### config.mk
export PLATFORM = sky130hd
export DESIGN_NAME = masked_byte_pattern_search_core_flat
export DESIGN_NICKNAME = d
export VERILOG_FILES = /design/src/hdl/mbps_pkg.sv /design/src/hdl/mbps_in_if.sv /design/src/hdl/mbps_out_if.sv /design/src/hdl/mbps_compiler.sv /design/src/hdl/mbps_scanner.sv /design/src/hdl/masked_byte_pattern_search_core.sv /design/src/flat_wrapper.sv
export SDC_FILE = /design/constraint.sdc
export NUM_CORES = 1
export LEC_CHECK = 0
export BUFFER_PORTS_ARGS = -buffer_cell sky130_fd_sc_hd__buf_4
export CORE_ASPECT_RATIO = 0.5
export CORE_MARGIN = 3
export CORE_UTILIZATION = 28
export CTS_CLUSTER_DIAMETER = 100
export DETAILED_ROUTE_END_ITERATION = 10
export PLACE_DENSITY_LB_ADDON = 0.12
export SETUP_SLACK_MARGIN = 0.15
export SKIP_LAST_GASP = 1
export SYNTH_ARGS = -nofsm -noshare
export SYNTH_HDL_FRONTEND = slang
export SYNTH_HIERARCHICAL = 1
export SYNTH_SLANG_ARGS = --single-unit
### constraint.sdc
create_clock -name clk_i -period 25.3 [get_ports clk_i]
set_clock_uncertainty 0.05 [all_clocks]
set_input_delay 7.59 -clock clk_i [delete_from_list [all_inputs] [get_ports clk_i]]
set_output_delay 7.59 -clock clk_i [all_outputs]
set_load 0.02 [all_outputs]
### src/hdl/mbps_pkg.sv
// Shared types, codes and helpers of the masked byte pattern scanner.
package mbps_pkg;

  localparam logic [7:0] CH_WILD  = 8'h3F;
  localparam logic [7:0] CH_SPACE = 8'h20;

  localparam logic FUNC_SIG = 1'b0;
  localparam logic FUNC_IMG = 1'b1;

  typedef enum logic [1:0] {
    ST_MATCH   = 2'd0,
    ST_NOMATCH = 2'd1,
    ST_BAD     = 2'd2
  } status_e;

  typedef struct packed {
    logic       func;
    logic [7:0] value;
    logic       last;
  } item_t;

  typedef struct packed {
    logic scan_clr;
    logic pat_bad;
  } ctl_t;

  typedef struct packed {
    status_e     status;
    logic [31:0] address;
  } res_t;

  // Returns {valid, nibble} for one ASCII hex digit.
  function automatic logic [4:0] hex_decode(logic [7:0] c);
    logic [4:0] r;
    r = 5'd0;
    case (c) inside
      [8'h30:8'h39]:               r = {1'b1, c[3:0]};
      [8'h41:8'h46], [8'h61:8'h66]: r = {1'b1, c[3:0] + 4'd9};
      default:                     r = 5'd0;
    endcase
    return r;
  endfunction

endpackage

### src/hdl/mbps_in_if.sv
// Input word channel: function select, character or image byte, last flag.
interface mbps_in_if;
  logic       valid;
  logic       ready;
  logic       func;
  logic [7:0] value;
  logic       last;

  modport source (output valid, func, value, last, input ready);
  modport sink (input valid, func, value, last, output ready);
endinterface

### src/hdl/mbps_out_if.sv
// Result word channel: search status and match address.
interface mbps_out_if;
  logic        valid;
  logic        ready;
  logic [1:0]  status;
  logic [31:0] address;

  modport source (output valid, status, address, input ready);
  modport sink (input valid, status, address, output ready);
endinterface

### src/hdl/mbps_compiler.sv
// Signature compiler: parses characters into an end-aligned masked pattern.
module mbps_compiler #(
  parameter int MAX_PATTERN = 32,
  parameter int LW          = $clog2(MAX_PATTERN + 1)
) (
  input  logic                   clk_i,
  input  logic                   rst_ni,
  input  logic                   step_i,
  input  mbps_pkg::item_t        item_i,
  output logic [7:0]             al_o [MAX_PATTERN],
  output logic [MAX_PATTERN-1:0] wild_o,
  output logic [MAX_PATTERN-1:0] inuse_o,
  output logic [LW-1:0]          len_o,
  output mbps_pkg::ctl_t         ctl_o
);
  import mbps_pkg::*;

  logic [7:0]             al_q [MAX_PATTERN];
  logic [7:0]             al_d [MAX_PATTERN];
  logic [MAX_PATTERN-1:0] wild_q, wild_d, inuse_q, inuse_d;
  logic [LW-1:0]          len_q, len_d;
  logic [3:0]             hi_q, hi_d;
  logic                   phase_q, phase_d, prevw_q, prevw_d;
  logic                   err_q, err_d, closed_q, closed_d;
  logic                   sig_step, al_we;
  logic                   add_en, add_wild;
  logic [7:0]             add_byte;
  logic [4:0]             hex;

  assign sig_step = step_i && (item_i.func == FUNC_SIG);
  assign hex      = hex_decode(item_i.value);

  always_comb begin
    wild_d   = wild_q;
    inuse_d  = inuse_q;
    len_d    = len_q;
    hi_d     = hi_q;
    phase_d  = phase_q;
    prevw_d  = prevw_q;
    err_d    = err_q;
    closed_d = closed_q;
    add_en   = 1'b0;
    add_wild = 1'b0;
    add_byte = 8'd0;
    al_we    = 1'b0;
    if (sig_step) begin
      if (closed_q) begin
        wild_d  = '0;
        inuse_d = '0;
        len_d   = '0;
        hi_d    = 4'd0;
        phase_d = 1'b0;
        prevw_d = 1'b0;
        err_d   = 1'b0;
      end
      if (!err_d) begin
        if (item_i.value == CH_SPACE) begin
          if (phase_d) err_d = 1'b1;
          prevw_d = 1'b0;
        end else if (item_i.value == CH_WILD) begin
          if (phase_d) begin
            err_d = 1'b1;
          end else if (prevw_d) begin
            prevw_d = 1'b0;
          end else begin
            add_en   = 1'b1;
            add_wild = 1'b1;
            prevw_d  = 1'b1;
          end
        end else begin
          prevw_d = 1'b0;
          if (!hex[4]) begin
            err_d = 1'b1;
          end else if (!phase_d) begin
            hi_d    = hex[3:0];
            phase_d = 1'b1;
          end else begin
            phase_d  = 1'b0;
            add_en   = 1'b1;
            add_byte = {hi_d, hex[3:0]};
          end
        end
      end
      if (add_en) begin
        if (len_d == LW'(MAX_PATTERN)) begin
          err_d = 1'b1;
        end else begin
          al_we = 1'b1;
          for (int k = MAX_PATTERN - 1; k > 0; k--) begin
            wild_d[k]  = wild_d[k-1];
            inuse_d[k] = inuse_d[k-1];
          end
          wild_d[0]  = add_wild;
          inuse_d[0] = 1'b1;
          len_d      = len_d + LW'(1);
        end
      end
      if (item_i.last && phase_d) err_d = 1'b1;
      closed_d = item_i.last;
    end
  end

  always_comb begin
    for (int k = 1; k < MAX_PATTERN; k++) begin
      al_d[k] = al_q[k-1];
    end
    al_d[0] = add_byte;
  end

  always_ff @(posedge clk_i) begin
    if (al_we) begin
      al_q <= al_d;
    end
  end

  always_ff @(posedge clk_i or negedge rst_ni) begin
    if (!rst_ni) begin
      wild_q   <= '0;
      inuse_q  <= '0;
      len_q    <= '0;
      hi_q     <= 4'd0;
      phase_q  <= 1'b0;
      prevw_q  <= 1'b0;
      err_q    <= 1'b0;
      closed_q <= 1'b0;
    end else begin
      wild_q   <= wild_d;
      inuse_q  <= inuse_d;
      len_q    <= len_d;
      hi_q     <= hi_d;
      phase_q  <= phase_d;
      prevw_q  <= prevw_d;
      err_q    <= err_d;
      closed_q <= closed_d;
    end
  end

  assign al_o           = al_q;
  assign wild_o         = wild_q;
  assign inuse_o        = inuse_q;
  assign len_o          = len_q;
  assign ctl_o.scan_clr = sig_step && closed_q;
  assign ctl_o.pat_bad  = err_q || phase_q || (len_q == '0);

endmodule

### src/hdl/mbps_scanner.sv
// Image scanner: byte window, parallel masked compare, first-match latch, report.
module mbps_scanner #(
  parameter int MAX_PATTERN = 32,
  parameter int LW          = $clog2(MAX_PATTERN + 1)
) (
  input  logic                   clk_i,
  input  logic                   rst_ni,
  input  logic                   step_i,
  input  mbps_pkg::item_t        item_i,
  input  mbps_pkg::ctl_t         ctl_i,
  input  logic [7:0]             al_i [MAX_PATTERN],
  input  logic [MAX_PATTERN-1:0] wild_i,
  input  logic [MAX_PATTERN-1:0] inuse_i,
  input  logic [LW-1:0]          len_i,
  input  logic [31:0]            base_i,
  output mbps_pkg::res_t         res_o
);
  import mbps_pkg::*;

  logic [7:0]  win_q [MAX_PATTERN];
  logic [7:0]  win_d [MAX_PATTERN];
  logic [31:0] seen_q, seen_d, seen_n, len_ext, offset_q, offset_d, offset_n;
  logic        latched_q, latched_d, latched_n;
  logic        img_step, hit, all_eq;

  assign img_step = step_i && (item_i.func == FUNC_IMG);
  assign len_ext  = 32'(len_i);

  always_comb begin
    for (int k = 1; k < MAX_PATTERN; k++) begin
      win_d[k] = win_q[k-1];
    end
    win_d[0] = item_i.value;
  end

  always_comb begin
    all_eq = 1'b1;
    for (int k = 0; k < MAX_PATTERN; k++) begin
      if (inuse_i[k] && !wild_i[k] && (win_d[k] != al_i[k])) all_eq = 1'b0;
    end
  end

  assign seen_n    = (seen_q == '1) ? seen_q : seen_q + 32'd1;
  assign hit       = all_eq && (len_i != '0) && (seen_n >= len_ext);
  assign latched_n = latched_q || hit;
  assign offset_n  = latched_q ? offset_q : seen_n - len_ext;

  always_comb begin
    seen_d    = seen_q;
    latched_d = latched_q;
    offset_d  = offset_q;
    if (img_step) begin
      if (item_i.last) begin
        seen_d    = '0;
        latched_d = 1'b0;
      end else begin
        seen_d    = seen_n;
        latched_d = latched_n;
        offset_d  = offset_n;
      end
    end else if (step_i && ctl_i.scan_clr) begin
      seen_d    = '0;
      latched_d = 1'b0;
    end
  end

  always_comb begin
    if (ctl_i.pat_bad) begin
      res_o.status  = ST_BAD;
      res_o.address = '0;
    end else if (latched_n) begin
      res_o.status  = ST_MATCH;
      res_o.address = base_i + offset_n;
    end else begin
      res_o.status  = ST_NOMATCH;
      res_o.address = '0;
    end
  end

  always_ff @(posedge clk_i) begin
    if (img_step) begin
      win_q <= win_d;
    end
  end

  always_ff @(posedge clk_i or negedge rst_ni) begin
    if (!rst_ni) begin
      seen_q    <= '0;
      latched_q <= 1'b0;
      offset_q  <= '0;
    end else begin
      seen_q    <= seen_d;
      latched_q <= latched_d;
      offset_q  <= offset_d;
    end
  end

endmodule

### src/hdl/masked_byte_pattern_search_core.sv
// Top level of the masked byte pattern scanner.
// The last image word is held in the input register, and its result then loads the output register.
// Throughput: one word per cycle, unless a report waits on an unready, full output register;
// pattern update and window compare finish in the single stage between input and output registers.
// Reset (async, active low) empties both registers, the pattern, the scan and the base.
module masked_byte_pattern_search_core #(
  parameter int MAX_PATTERN = 32
) (
  input  logic        clk_i,
  input  logic        rst_ni,
  input  logic        cfg_we_i,
  input  logic [31:0] cfg_wdata_i,
  mbps_in_if.sink     in_i,
  mbps_out_if.source  out_o
);
  import mbps_pkg::*;

  localparam int LW = $clog2(MAX_PATTERN + 1);

  item_t                  s1_q;
  logic                   s1_valid_q, s1_valid_d;
  logic                   out_valid_q, out_valid_d;
  res_t                   out_q, res;
  logic [31:0]            base_q;
  logic                   report, advance, in_fire, out_load;
  logic [7:0]             al [MAX_PATTERN];
  logic [MAX_PATTERN-1:0] wild, inuse;
  logic [LW-1:0]          len;
  ctl_t                   ctl;

  assign report   = s1_valid_q && (s1_q.func == FUNC_IMG) && s1_q.last;
  assign advance  = s1_valid_q && (!report || !out_valid_q || out_o.ready);
  assign in_i.ready = !s1_valid_q || advance;
  assign in_fire  = in_i.valid && in_i.ready;
  assign out_load = advance && report;

  assign s1_valid_d  = in_fire || (s1_valid_q && !advance);
  assign out_valid_d = out_load || (out_valid_q && !out_o.ready);

  mbps_compiler #(
    .MAX_PATTERN (MAX_PATTERN),
    .LW          (LW)
  ) u_compiler (
    .clk_i   (clk_i),
    .rst_ni  (rst_ni),
    .step_i  (advance),
    .item_i  (s1_q),
    .al_o    (al),
    .wild_o  (wild),
    .inuse_o (inuse),
    .len_o   (len),
    .ctl_o   (ctl)
  );

  mbps_scanner #(
    .MAX_PATTERN (MAX_PATTERN),
    .LW          (LW)
  ) u_scanner (
    .clk_i   (clk_i),
    .rst_ni  (rst_ni),
    .step_i  (advance),
    .item_i  (s1_q),
    .ctl_i   (ctl),
    .al_i    (al),
    .wild_i  (wild),
    .inuse_i (inuse),
    .len_i   (len),
    .base_i  (base_q),
    .res_o   (res)
  );

  always_ff @(posedge clk_i) begin
    if (in_fire) begin
      s1_q <= '{func: in_i.func, value: in_i.value, last: in_i.last};
    end
    if (out_load) begin
      out_q <= res;
    end
  end

  always_ff @(posedge clk_i or negedge rst_ni) begin
    if (!rst_ni) begin
      s1_valid_q  <= 1'b0;
      out_valid_q <= 1'b0;
      base_q      <= '0;
    end else begin
      s1_valid_q  <= s1_valid_d;
      out_valid_q <= out_valid_d;
      if (cfg_we_i) begin
        base_q <= cfg_wdata_i;
      end
    end
  end

  assign out_o.valid   = out_valid_q;
  assign out_o.status  = out_q.status;
  assign out_o.address = out_q.address;

  a_no_addr_unless_match: assert property (@(posedge clk_i) disable iff (!rst_ni)
    out_valid_q && (out_q.status != ST_MATCH) |-> out_q.address == '0)
    else $error("address set on a result without a match");

  a_stall_cause: assert property (@(posedge clk_i) disable iff (!rst_ni)
    !in_i.ready |-> s1_valid_q && report && out_valid_q && !out_o.ready)
    else $error("input stalled without a blocked report");

  a_report_loads: assert property (@(posedge clk_i) disable iff (!rst_ni)
    advance && report |=> out_valid_q)
    else $error("report word did not reach the output register");

  a_no_spurious: assert property (@(posedge clk_i) disable iff (!rst_ni)
    !report && out_o.ready |=> !out_valid_q)
    else $error("result word appeared without a report");

endmodule
### src/flat_wrapper.sv
// flat-port wrapper written by rule: the top's interface ports become plain ports
module masked_byte_pattern_search_core_flat import mbps_pkg::*;
#(
  parameter int MAX_PATTERN = 32
)
  (clk_i, rst_ni, cfg_we_i, cfg_wdata_i, in_i_valid, in_i_func, in_i_value, in_i_last, in_i_ready, out_o_valid, out_o_status, out_o_address, out_o_ready);
  mbps_in_if in_i_i ();
  mbps_out_if out_o_i ();
  input  logic clk_i;
  input  logic rst_ni;
  input  logic cfg_we_i;
  input  logic [31:0] cfg_wdata_i;
  input wire logic [$bits(in_i_i.valid)-1:0] in_i_valid;
  input wire logic [$bits(in_i_i.func)-1:0] in_i_func;
  input wire logic [$bits(in_i_i.value)-1:0] in_i_value;
  input wire logic [$bits(in_i_i.last)-1:0] in_i_last;
  output wire logic [$bits(in_i_i.ready)-1:0] in_i_ready;
  output wire logic [$bits(out_o_i.valid)-1:0] out_o_valid;
  output wire logic [$bits(out_o_i.status)-1:0] out_o_status;
  output wire logic [$bits(out_o_i.address)-1:0] out_o_address;
  input wire logic [$bits(out_o_i.ready)-1:0] out_o_ready;
  assign in_i_i.valid = in_i_valid;
  assign in_i_i.func = in_i_func;
  assign in_i_i.value = in_i_value;
  assign in_i_i.last = in_i_last;
  assign in_i_ready = in_i_i.ready;
  assign out_o_valid = out_o_i.valid;
  assign out_o_status = out_o_i.status;
  assign out_o_address = out_o_i.address;
  assign out_o_i.ready = out_o_ready;
  masked_byte_pattern_search_core #(.MAX_PATTERN(MAX_PATTERN)) u_core (.clk_i(clk_i), .rst_ni(rst_ni), .cfg_we_i(cfg_we_i), .cfg_wdata_i(cfg_wdata_i), .in_i(in_i_i), .out_o(out_o_i));
endmodule
==> results.sh, run 1 <==
export IMPL_ff_latch_count_synth=725
export IMPL_drt_initial_drc_count=1323
export IMPL_cp_max_fo=6
export IMPL_syn_area_um2=31000
export IMPL_gp_congestion=0.766
export IMPL_power_internal_w=0.00202
export IMPL_synth_nets=2237
export IMPL_cp_arrival_ns=8.37
export IMPL_via_count=17100
export IMPL_final_common_cell="edfxtp_1"
export IMPL_grt_pass1_vias=17400
export IMPL_share_of_total_power_in_sequential_cells=0.500
export IMPL_cts_sink_count=725
export IMPL_asyncSetResetFlopFracSynth=0.244
export IMPL_synth_main_ff_cell="edfxtp_1"
export IMPL_synth_lib_cells_used_distinct=92
export IMPL_outcome="completed"
export IMPL_post_route_cells_drive_above_1_share=0.126
export IMPL_die_width_um=477
export IMPL_grt_pass1_wl_um=109000
export IMPL_cts_made_buffers=73
export IMPL_fmaxAchievable_ghz=0.0625
export IMPL_initial_utilization=0.285
export IMPL_area_growth_syn_to_layout_pct=14.5
export IMPL_grt_remaining_overflow=0
export IMPL_coreArea_um2=109000
export IMPL_setup_total_negative_slack_ns=0
export IMPL_final_max_slew_viol_count=0
export IMPL_p_per_area_nw_per_um2=76.5
export IMPL_hold_viol_final=0
export IMPL_tightest_slew_ns=1.09
export IMPL_fp_row_count=85
export IMPL_worst_setup_path_category="primary input to output port"
export IMPL_number_of_antenna_violations_at_the_first_check_in_global_routing=1
export IMPL_synth_edf_count=548
export IMPL_drt_vias_per_instance=4.52
export IMPL_clock_tree_buffer_depth=3
export IMPL_worst_setup_hold_path_clk_slew_ns=0.07
export IMPL_detailed_route_wire_length_per_cell_um=18.7
export IMPL_fp_dieArea_um2=115000
export IMPL_hold_wc_path_type="flop to flop"
export IMPL_min_period_ns=16.01
export IMPL_swShare=0.254
export IMPL_worst_ep_required_time_ns=17.66
export IMPL_power_clock_fraction=0.390
export IMPL_io_pin_count=83
export IMPL_worst_skew_pair_late_latency_ns=0.66
export IMPL_p_total_w=0.00271
export IMPL_layout_worst_path_cycle_share=0.633
export IMPL_dp_hpwl_um=47500
export IMPL_postCtsHoldBufs=0
export IMPL_drt_first_pass_iters=6
export IMPL_grt_setup_unrepaired="no"
export IMPL_maxCapViolCount=0
export IMPL_final_nets=2344
export IMPL_port_buffer_count=82
export IMPL_cts_htree_levels=3
export IMPL_holdWs_ns=0.413
export IMPL_cts_root_buffer="clkbuf_16"
export IMPL_pin_count_of_the_biggest_net_entering_global_routing=153
export IMPL_ys_seq_area_frac=0.674
export IMPL_postRouteAntennaNets=0
export IMPL_postCtsResizedCells=0
export IMPL_crit_path_start_kind="primary input"
export IMPL_setup_viol=0
export IMPL_track_usage=0.123
export IMPL_mean_syn_cell_area_um2=14.5
export IMPL_reported_leakage_power_nw=13.0
export IMPL_fillers=10800
export IMPL_post_cts_repair_setup_buffers=0
export IMPL_synth_warning_count=6
export IMPL_total_switching_power_w=0.000691
export IMPL_die_y_um=241
export IMPL_maximum_ir_drop_on_the_vdd_rail_mv=0.0453
export IMPL_drt_wl_total_um=70800
export IMPL_share_comb_of_total_power=0.110
export IMPL_worst_slew_margin_rel=0.262
export IMPL_drc=0
export IMPL_endpoint_kind="output port"
export IMPL_layout_cells_most_common_list="548 x edfxtp_1, 243 x xor2_1, 176 x dfrtp_1, 143 x nand2_1, 98 x buf_4"
export IMPL_cts_tree="done"
export IMPL_syn_inst=2142
-- registers in the layout, indices dropped and copies added, names as in the netlist --
name / cells
u_core/u_compiler/err_q: 1
u_core/out_o.valid: 1
u_core/u_compiler/al_o: 256
u_core/s1_q: 10
u_core/u_compiler/closed_q: 1
u_core/u_scanner/seen_q: 32
u_core/out_o.status: 2
u_core/u_compiler/inuse_o: 32
u_core/s1_valid_q: 1
u_core/u_compiler/hi_q: 4
u_core/u_compiler/prevw_q: 1
u_core/u_compiler/phase_q: 1
u_core/u_scanner/offset_q: 32
u_core/u_scanner/latched_q: 1
u_core/u_compiler/wild_o: 32
u_core/base_q: 32
u_core/u_compiler/len_o: 6
u_core/out_o.address: 32
u_core/u_scanner/win_d: 248
-- Yosys cell counts (30+ instances only) --
library cell  instances  area share
nand3_1              34      0.0055
inv_1                31      0.0038
nand4_1              30      0.0061
a21oi_1              65       0.010
nor4_1               63       0.013
xor2_1              243       0.069
edfxtp_1            548        0.53
o21ai_0              97       0.016
mux2_4               30       0.015
nor2_1               78      0.0094
nand2b_1             38      0.0077
a22o_1               71       0.020
ha_1                 46       0.019
dfrtp_1             177        0.14
nand2_1             143       0.017
xnor2_1              90       0.025
-- through the flow --
stage / worst slack [ns] / utilization / cell area [um^2] / instances
2_1_floorplan: 5.59 / - / 31000 / 2142
3_3_place_gp: 9.29 / 0.305 / 33200 / 3653
3_5_place_dp: 9.28 / 0.305 / 33200 / 3653
4_1_cts: 9.28 / 0.326 / 35500 / 3787
5_1_grt: 9.23 / 0.326 / 35500 / 3788
6_report: 9.29 / 0.326 / 35500 / 3788
-- final cells by class --
class / count / area, um^2 / share of cell area
timing repair buffer: 100 / 769 / 0.0217
multi-input combinational: 1317 / 9570 / 0.270
sequential: 725 / 20900 / 0.589
antenna: 1 / 2.50 / 0.0000705
inverter: 32 / 120 / 0.00339
clock buffer: 96 / 1950 / 0.0551
tap: 1479 / 1850 / 0.0522
clock inverter: 38 / 329 / 0.00927
-- cell families after synthesis --
kind of cell | synth area share
multiplexers | 0.0231
AND/OR/NAND/NOR | 0.0900
buffers and inverters | 0.0187
adder cells (fa/ha/maj) | 0.0199
flip-flops | 0.674
XOR/XNOR | 0.0957
AO/OA/AOI/OAI | 0.0789
-- routing by layer --
layer  vias to the layer above  routed length [um]  track usage
li1                       8200                   -            -
met1                      8630               35200        0.179
met2                       220               31800        0.188
met3                        85                2610       0.0261
met4                         0                1220       0.0305
met5                         -                   0            0
-- power groups by stage --
stage               clock (W)  combinational, W  sequential, W
detailed placement          0          0.000300        0.00138
finish                0.00106          0.000299        0.00136
floorplan                   0          0.000219        0.00138
global placement            0          0.000299        0.00138
global route          0.00115          0.000338        0.00136
CTS                   0.00110          0.000302        0.00136
-- final timing paths --
check | startpoint | to | slack (ns) | cells past startpoint
setup / recovery | out_o_ready | in_i_ready | 9.29 | 4
hold / removal | u_core/u_compiler/al_o[15] | u_core/u_compiler/al_o[7] | 0.41 | 0
setup reg to reg | u_core/u_scanner/seen_q[26] | u_core/out_o.address[28] | 17.39 | 25
hold reg to reg | u_core/u_compiler/al_o[15] | u_core/u_compiler/al_o[7] | 0.41 | 0
max in group asynchronous | rst_ni | u_core/u_scanner/latched_q | 16.19 | 3
min in group asynchronous | rst_ni | u_core/u_compiler/wild_o[13] | 6.89 | 1
-- critical path, cell delays in order --
cell      delay, ns
buf_4          0.11
nand2b_1       0.20
or2_2          0.32
buf_4          0.16
Note: power is estimated with default switching activity, not from simulation.
==> inputs of run 2 (changes only) <==
- ABC_AREA: default -> 1
- clock period: 25.3 -> 14.24 ns (I/O delays scaled with it)
==> results.sh, run 2 <==
export IMPL_final_common_cell="nand2_1"
export IMPL_cts_htree_levels=3
export IMPL_r2r_worst_path_cells=31
export IMPL_drt_first_pass_iters=5
export IMPL_mean_syn_cell_area_um2=10.1
export IMPL_worst_setup_hold_path_clk_slew_ns=0.06
export IMPL_ff_latch_count_synth=725
export IMPL_regToRegEndpoint="u_core/out_o.address[23]"
export IMPL_hold_depth=0
export IMPL_synth_main_ff_cell="edfxtp_1"
export IMPL_tightest_slew_ns=1.20
export IMPL_worst_skew_pair_late_latency_ns=0.67
export IMPL_hold_viol_final=0
export IMPL_crit_path_start_kind="primary input"
export IMPL_synth_nets=3483
export IMPL_synth_area_leader_cell="edfxtp_1"
export IMPL_postCtsHoldBufs=0
export IMPL_top_signal_layer_used="met4"
export IMPL_outcome="completed"
export IMPL_die_width_um=500
export IMPL_critical_path_buf_inv_count=4
export IMPL_die_y_um=253
export IMPL_coreArea_um2=120000
export IMPL_grt_pass1_wl_um=125000
export IMPL_final_max_slew_viol_count=0
export IMPL_detailed_route_wire_length_per_cell_um=15.3
export IMPL_layout_worst_path_cycle_share=0.665
export IMPL_ff2ff_setup_slack_ns=7.30
export IMPL_drt_initial_drc_count=1428
export IMPL_initial_utilization=0.286
export IMPL_min_period_ns=9.47
export IMPL_worst_setup_path_category="primary input to output port"
export IMPL_p_per_area_nw_per_um2=129
export IMPL_flip_flop_count_of_the_largest_register_all_copies_and_words_added=256
export IMPL_track_usage=0.125
export IMPL_setup_total_negative_slack_ns=0
export IMPL_wl_met3_um=2670
export IMPL_area_growth_syn_to_layout_pct=14.0
export IMPL_post_cts_repair_setup_buffers=0
export IMPL_worst_ep_required_time_ns=9.92
export IMPL_cts_sink_count=725
export IMPL_synthDominantCellAreaShare=0.481
export IMPL_grt_pass1_vias=22200
export IMPL_crit_path_max_incr_delay_ns=0.22
export IMPL_fmaxAchievable_ghz=0.106
export IMPL_dp_hpwl_um=53000
export IMPL_num_antenna_cells=0
export IMPL_crit_chain="buf_4 > inv_1 > nand2_1 > inv_1 > nand2_1 > buf_4"
export IMPL_syn_area_um2=34200
export IMPL_worstHoldStart="u_core/u_compiler/al_o[88]"
export IMPL_reported_leakage_power_nw=16.0
export IMPL_ys_seq_area_frac=0.610
export IMPL_postCtsResizedCells=0
export IMPL_cts_tree="done"
export IMPL_synth_warning_count=6
export IMPL_worst_slew_margin_rel=0.194
export IMPL_whs_endpoint="u_core/u_compiler/al_o[80]"
export IMPL_timing_rr_start="u_core/u_scanner/seen_q[0]"
export IMPL_via_count=22300
export IMPL_post_route_cells_drive_above_1_share=0.110
export IMPL_fp_dieArea_um2=127000
export IMPL_fp_row_count=89
export IMPL_final_nets=3569
export IMPL_synth_top_cells_by_area="edfxtp_1 48%, dfrtp_1 13%, nand2_1 11%"
export IMPL_gp_congestion=0.792
export IMPL_maxCapViolCount=0
export IMPL_setup_viol=0
export IMPL_drt_wl_total_um=78700
export IMPL_cts_root_buffer="clkbuf_16"
export IMPL_layout_cells_most_common_list="974 x nand2_1, 548 x edfxtp_1, 346 x inv_1, 247 x nor2_1, 193 x o21ai_0"
export IMPL_synth_commonest_cells="975 x nand2_1, 548 x edfxtp_1, 348 x inv_1"
export IMPL_most_instantiated_library_cell_after_synthesis="nand2_1"
export IMPL_io_pin_count=83
export IMPL_drc=0
export IMPL_total_routed_wire_length_on_the_met1_layer_um=38100
export IMPL_hold_wc_path_type="flop to flop"
export IMPL_endpoint_kind="output port"
export IMPL_maximum_ir_drop_on_the_vdd_rail_mv=0.0775
export IMPL_asyncSetResetFlopFracSynth=0.244
export IMPL_critical_path_top_delay_family="buffers and inverters"
export IMPL_postRouteAntennaNets=0
export IMPL_clock_tree_buffer_depth=3
export IMPL_grt_remaining_overflow=0
export IMPL_cts_made_buffers=75
export IMPL_synth_edf_count=548
export IMPL_p_total_w=0.00501
export IMPL_pin_count_of_the_biggest_net_entering_global_routing=142
export IMPL_cp_max_fo=3
export IMPL_grt_setup_unrepaired="no"
export IMPL_critical_path_s_slowest_cell="buf_4"
export IMPL_syn_inst=3388
export IMPL_port_buffer_count=82
export IMPL_wl_met2_um=36600
export IMPL_drt_vias_per_instance=4.35
export IMPL_number_of_antenna_violations_at_the_first_check_in_global_routing=2
export IMPL_synth_lib_cells_used_distinct=54
export IMPL_cp_arrival_ns=5.15
run 2: per-stage QoR:
step / cells / hold WS, ns / utilization / setup WS [ns] / instance area [um^2]
after global routing: 5126 / 0.405 / 0.326 / 4.69 / 39000
after floorplan: 3388 / 0.376 / - / 3.47 / 34200
after CTS: 5126 / 0.382 / 0.326 / 4.74 / 39000
after global placement: 4989 / 0.380 / 0.305 / 4.71 / 36500
final: 5126 / 0.393 / 0.326 / 4.77 / 39000
after detailed placement: 4989 / 0.384 / 0.305 / 4.74 / 36500
run 2: area by class of cell:
class	instances	area, um^2
clock inverter	42	554
inverter	365	1390
tap	1592	1990
clock buffer	95	1970
timing repair buffer	94	737
multi-input combinational	2213	11500
fill	12300	80600
sequential	725	20900
run 2: worst max-delay path by stage:
stage,start,to,slack (ns),cells after the start
4_1_cts,out_o_ready,in_i_ready,4.74,6
3_5_place_dp,out_o_ready,in_i_ready,4.74,6
6_report,out_o_ready,in_i_ready,4.77,6
3_3_place_gp,out_o_ready,in_i_ready,4.71,6
5_1_grt,out_o_ready,in_i_ready,4.69,6
2_1_floorplan,out_o_ready,u_core/u_compiler/al_o[0],3.47,9
run 2: metal layers:
layer,GRT usage,up-vias
met5,0,-
met4,0.0253,0
met3,0.0251,79
met2,0.203,263
met1,0.175,10600
li1,-,11300
run 2: report_power, final:
part / total [W] / switching, W / internal, W / leakage [nW]
combinational: 0.000564 / 0.000375 / 0.000189 / 7.33
sequential: 0.00240 / 0.0000515 / 0.00235 / 7.45
clock: 0.00204 / 0.000879 / 0.00116 / 1.23
run 2: logic make-up (layout without fill, tap and decap cells):
logic type      count (synthesis)  after routing  synth area share
compound gates                371            371            0.0613
flops                         725            725             0.610
buf+inv                       450            596            0.0555
fa+ha+maj                      48             48            0.0180
xor+xnor                      226            226            0.0587
simple gates                 1568           1568             0.196
run 2: worst register-to-register path: cells and delay by family (launching register included):
kind | cells | cell delay, ns
compound gates | 9 | 2.25
fa+ha+maj | 3 | 1.16
buf+inv | 4 | 0.63
flops | 1 | 0.47
simple gates | 15 | 2.12
==> inputs of run 3 (changes only) <==
- ABC_AREA: 1 -> 0
- clock period: 14.24 -> 9.1 ns (I/O delays scaled with it)
==> results.sh, run 3 (same netlist as run 1, synthesis figures left out) <==
export IMPL_swShare=0.249
export IMPL_worst_slew_margin_rel=0.252
export IMPL_pin_count_of_the_biggest_net_entering_global_routing=134
export IMPL_worst_ep_required_time_ns=9.44
export IMPL_maximum_ir_drop_on_the_vdd_rail_mv=0.137
export IMPL_fp_row_count=85
export IMPL_grt_pass1_vias=17600
export IMPL_reported_leakage_power_nw=13.0
export IMPL_post_route_cells_drive_above_1_share=0.127
export IMPL_min_period_ns=7.37
export IMPL_final_max_slew_viol_count=0
export IMPL_whs_endpoint="u_core/u_compiler/al_o[84]"
export IMPL_cp_max_fo=11
export IMPL_share_comb_of_total_power=0.107
export IMPL_final_nets=2343
export IMPL_power_internal_w=0.00575
export IMPL_worstHoldStart="u_core/u_compiler/al_o[92]"
export IMPL_share_of_total_power_in_sequential_cells=0.492
export IMPL_fmaxAchievable_ghz=0.136
export IMPL_worst_skew_pair_late_latency_ns=0.66
export IMPL_port_buffer_count=82
export IMPL_io_pin_count=83
export IMPL_regToRegEndpoint="u_core/out_o.address[31]"
export IMPL_timing_rr_start="u_core/u_scanner/seen_q[0]"
export IMPL_detailed_route_wire_length_per_cell_um=18.8
export IMPL_cts_root_buffer="clkbuf_16"
export IMPL_hold_viol_final=0
export IMPL_tightest_slew_ns=1.12
export IMPL_initial_utilization=0.285
export IMPL_flip_flop_count_of_the_largest_register_all_copies_and_words_added=256
export IMPL_cts_sink_count=725
export IMPL_r2r_worst_path_cells=26
export IMPL_cts_made_buffers=74
export IMPL_hold_wc_path_type="flop to flop"
export IMPL_endpoint_kind="flop"
export IMPL_cts_tree="done"
export IMPL_cp_arrival_ns=7.71
export IMPL_holdWs_ns=0.400
export IMPL_hold_depth=0
export IMPL_maxCapViolCount=0
export IMPL_fin_util=0.328
export IMPL_grt_pass1_wl_um=110000
export IMPL_postCtsResizedCells=0
export IMPL_outcome="completed"
export IMPL_worst_setup_hold_path_clk_slew_ns=0.06
export IMPL_postRouteAntennaNets=0
export IMPL_p_per_area_nw_per_um2=215
export IMPL_via_count=17100
export IMPL_dp_hpwl_um=48000
export IMPL_ff2ff_setup_slack_ns=1.73
export IMPL_total_switching_power_w=0.00191
export IMPL_postCtsHoldBufs=0
export IMPL_drt_first_pass_iters=7
export IMPL_die_width_um=477
export IMPL_cts_htree_levels=3
export IMPL_worst_setup_path_category="flop to flop"
export IMPL_layout_cells_most_common_list="548 x edfxtp_1, 243 x xor2_1, 176 x dfrtp_1, 143 x nand2_1, 97 x o21ai_0"
export IMPL_final_common_cell="edfxtp_1"
export IMPL_crit_path_start_kind="flop"
export IMPL_post_cts_repair_setup_buffers=0
export IMPL_die_y_um=241
export IMPL_clock_tree_buffer_depth=3
export IMPL_fp_dieArea_um2=115000
export IMPL_drt_wl_total_um=71200
export IMPL_power_clock_fraction=0.401
export IMPL_drt_vias_per_instance=4.51
export IMPL_track_usage=0.124
export IMPL_gp_congestion=0.806
export IMPL_drt_initial_drc_count=1094
export IMPL_area_growth_syn_to_layout_pct=14.9
export IMPL_coreArea_um2=109000
export IMPL_setup_viol=0
export IMPL_grt_remaining_overflow=0
export IMPL_fillers=10700
export IMPL_drc=0
export IMPL_number_of_antenna_violations_at_the_first_check_in_global_routing=1
export IMPL_layout_worst_path_cycle_share=0.810
export IMPL_grt_setup_unrepaired="no"
## run 3: cell count changes in the layout (fill, tap and decap cells not counted), moves of 59 or more
cell and delta:
xor2_1 +173, nor4_1 +59, nand2_1 -831, o21ai_0 -96, nand3_1 -89, xnor2_1 -62
a22o_1 +71, nor2_1 -169, inv_1 -315
## run 3: area by class of cell
type | instances | area [um^2] | share of cell area
Tap cell | 1479 | 1850 | 0.0520
Timing Repair Buffer | 98 | 767 | 0.0215
Clock buffer | 96 | 1980 | 0.0555
Multi-Input combinational cell | 1317 | 9590 | 0.269
Sequential cell | 725 | 20900 | 0.586
Antenna cell | 1 | 2.50 | 0.0000703
Clock inverter | 39 | 428 | 0.0120
Inverter | 32 | 120 | 0.00337
## run 3: metrics by stage
stage	setup WS, ns	TNS, ns	total power (W)	std cells	area, um^2
after floorplan	-1.16	-225.24	0.00443	2142	31000
after global placement	2.13	0	0.00467	3651	33200
after detailed placement	1.92	0	0.00467	3651	33200
after CTS	1.85	0	0.00781	3786	35600
after global routing	1.06	0	0.00805	3787	35600
final	1.73	0	0.00766	3787	35600
## run 3: metal layers
metal | global-route usage | wire length [um]
met1 | 0.177 | 35100
met2 | 0.193 | 32400
met3 | 0.0269 | 2500
met4 | 0.0274 | 1180
met5 | 0 | 0
## run 3: critical path: stages, from the launching register on
cell,delay [ns]
dfrtp_1,0.47
ha_1,0.27
nand4_1,0.20
nor2_1,0.34
nand3_1,0.45
xnor2_1,0.26
ha_1,0.23
fa_1,0.43
nor2b_1,0.13
o21ai_0,0.11
a21boi_0,0.28
o31a_1,0.19
or2_1,0.25
nor2b_1,0.12
and2_1,0.16
xor2_1,0.14
o21ai_0,0.24
ha_1,0.35
a21o_1,0.20
a21o_1,0.19
a221oi_1,0.37
o2bb2ai_1,0.23
a31oi_1,0.35
a21oi_1,0.22
a2111oi_0,0.63
or3_1,0.19
mux2i_1,0.06
## run 3: how the worst max path moves through the flow
stage	from	endpoint	slack, ns
after global routing	u_core/u_scanner/seen_q[0]	u_core/out_o.address[31]	1.06
after detailed placement	u_core/u_scanner/seen_q[0]	u_core/out_o.address[31]	1.92
after floorplan	out_o_ready	u_core/u_compiler/len_o[0]	-1.16
after global placement	u_core/u_scanner/seen_q[0]	u_core/out_o.address[31]	2.13
after CTS	u_core/u_scanner/seen_q[0]	u_core/out_o.address[31]	1.85
final	u_core/u_scanner/seen_q[0]	u_core/out_o.address[31]	1.73
## run 3: power by group through the flow
stage               Sequential [W]  Clock (W)  Combinational, W
finish                     0.00377    0.00307          0.000817
global route               0.00379    0.00334          0.000926
CTS                        0.00377    0.00321          0.000830
detailed placement         0.00384          0          0.000826
global placement           0.00384          0          0.000827
floorplan                  0.00382          0          0.000611
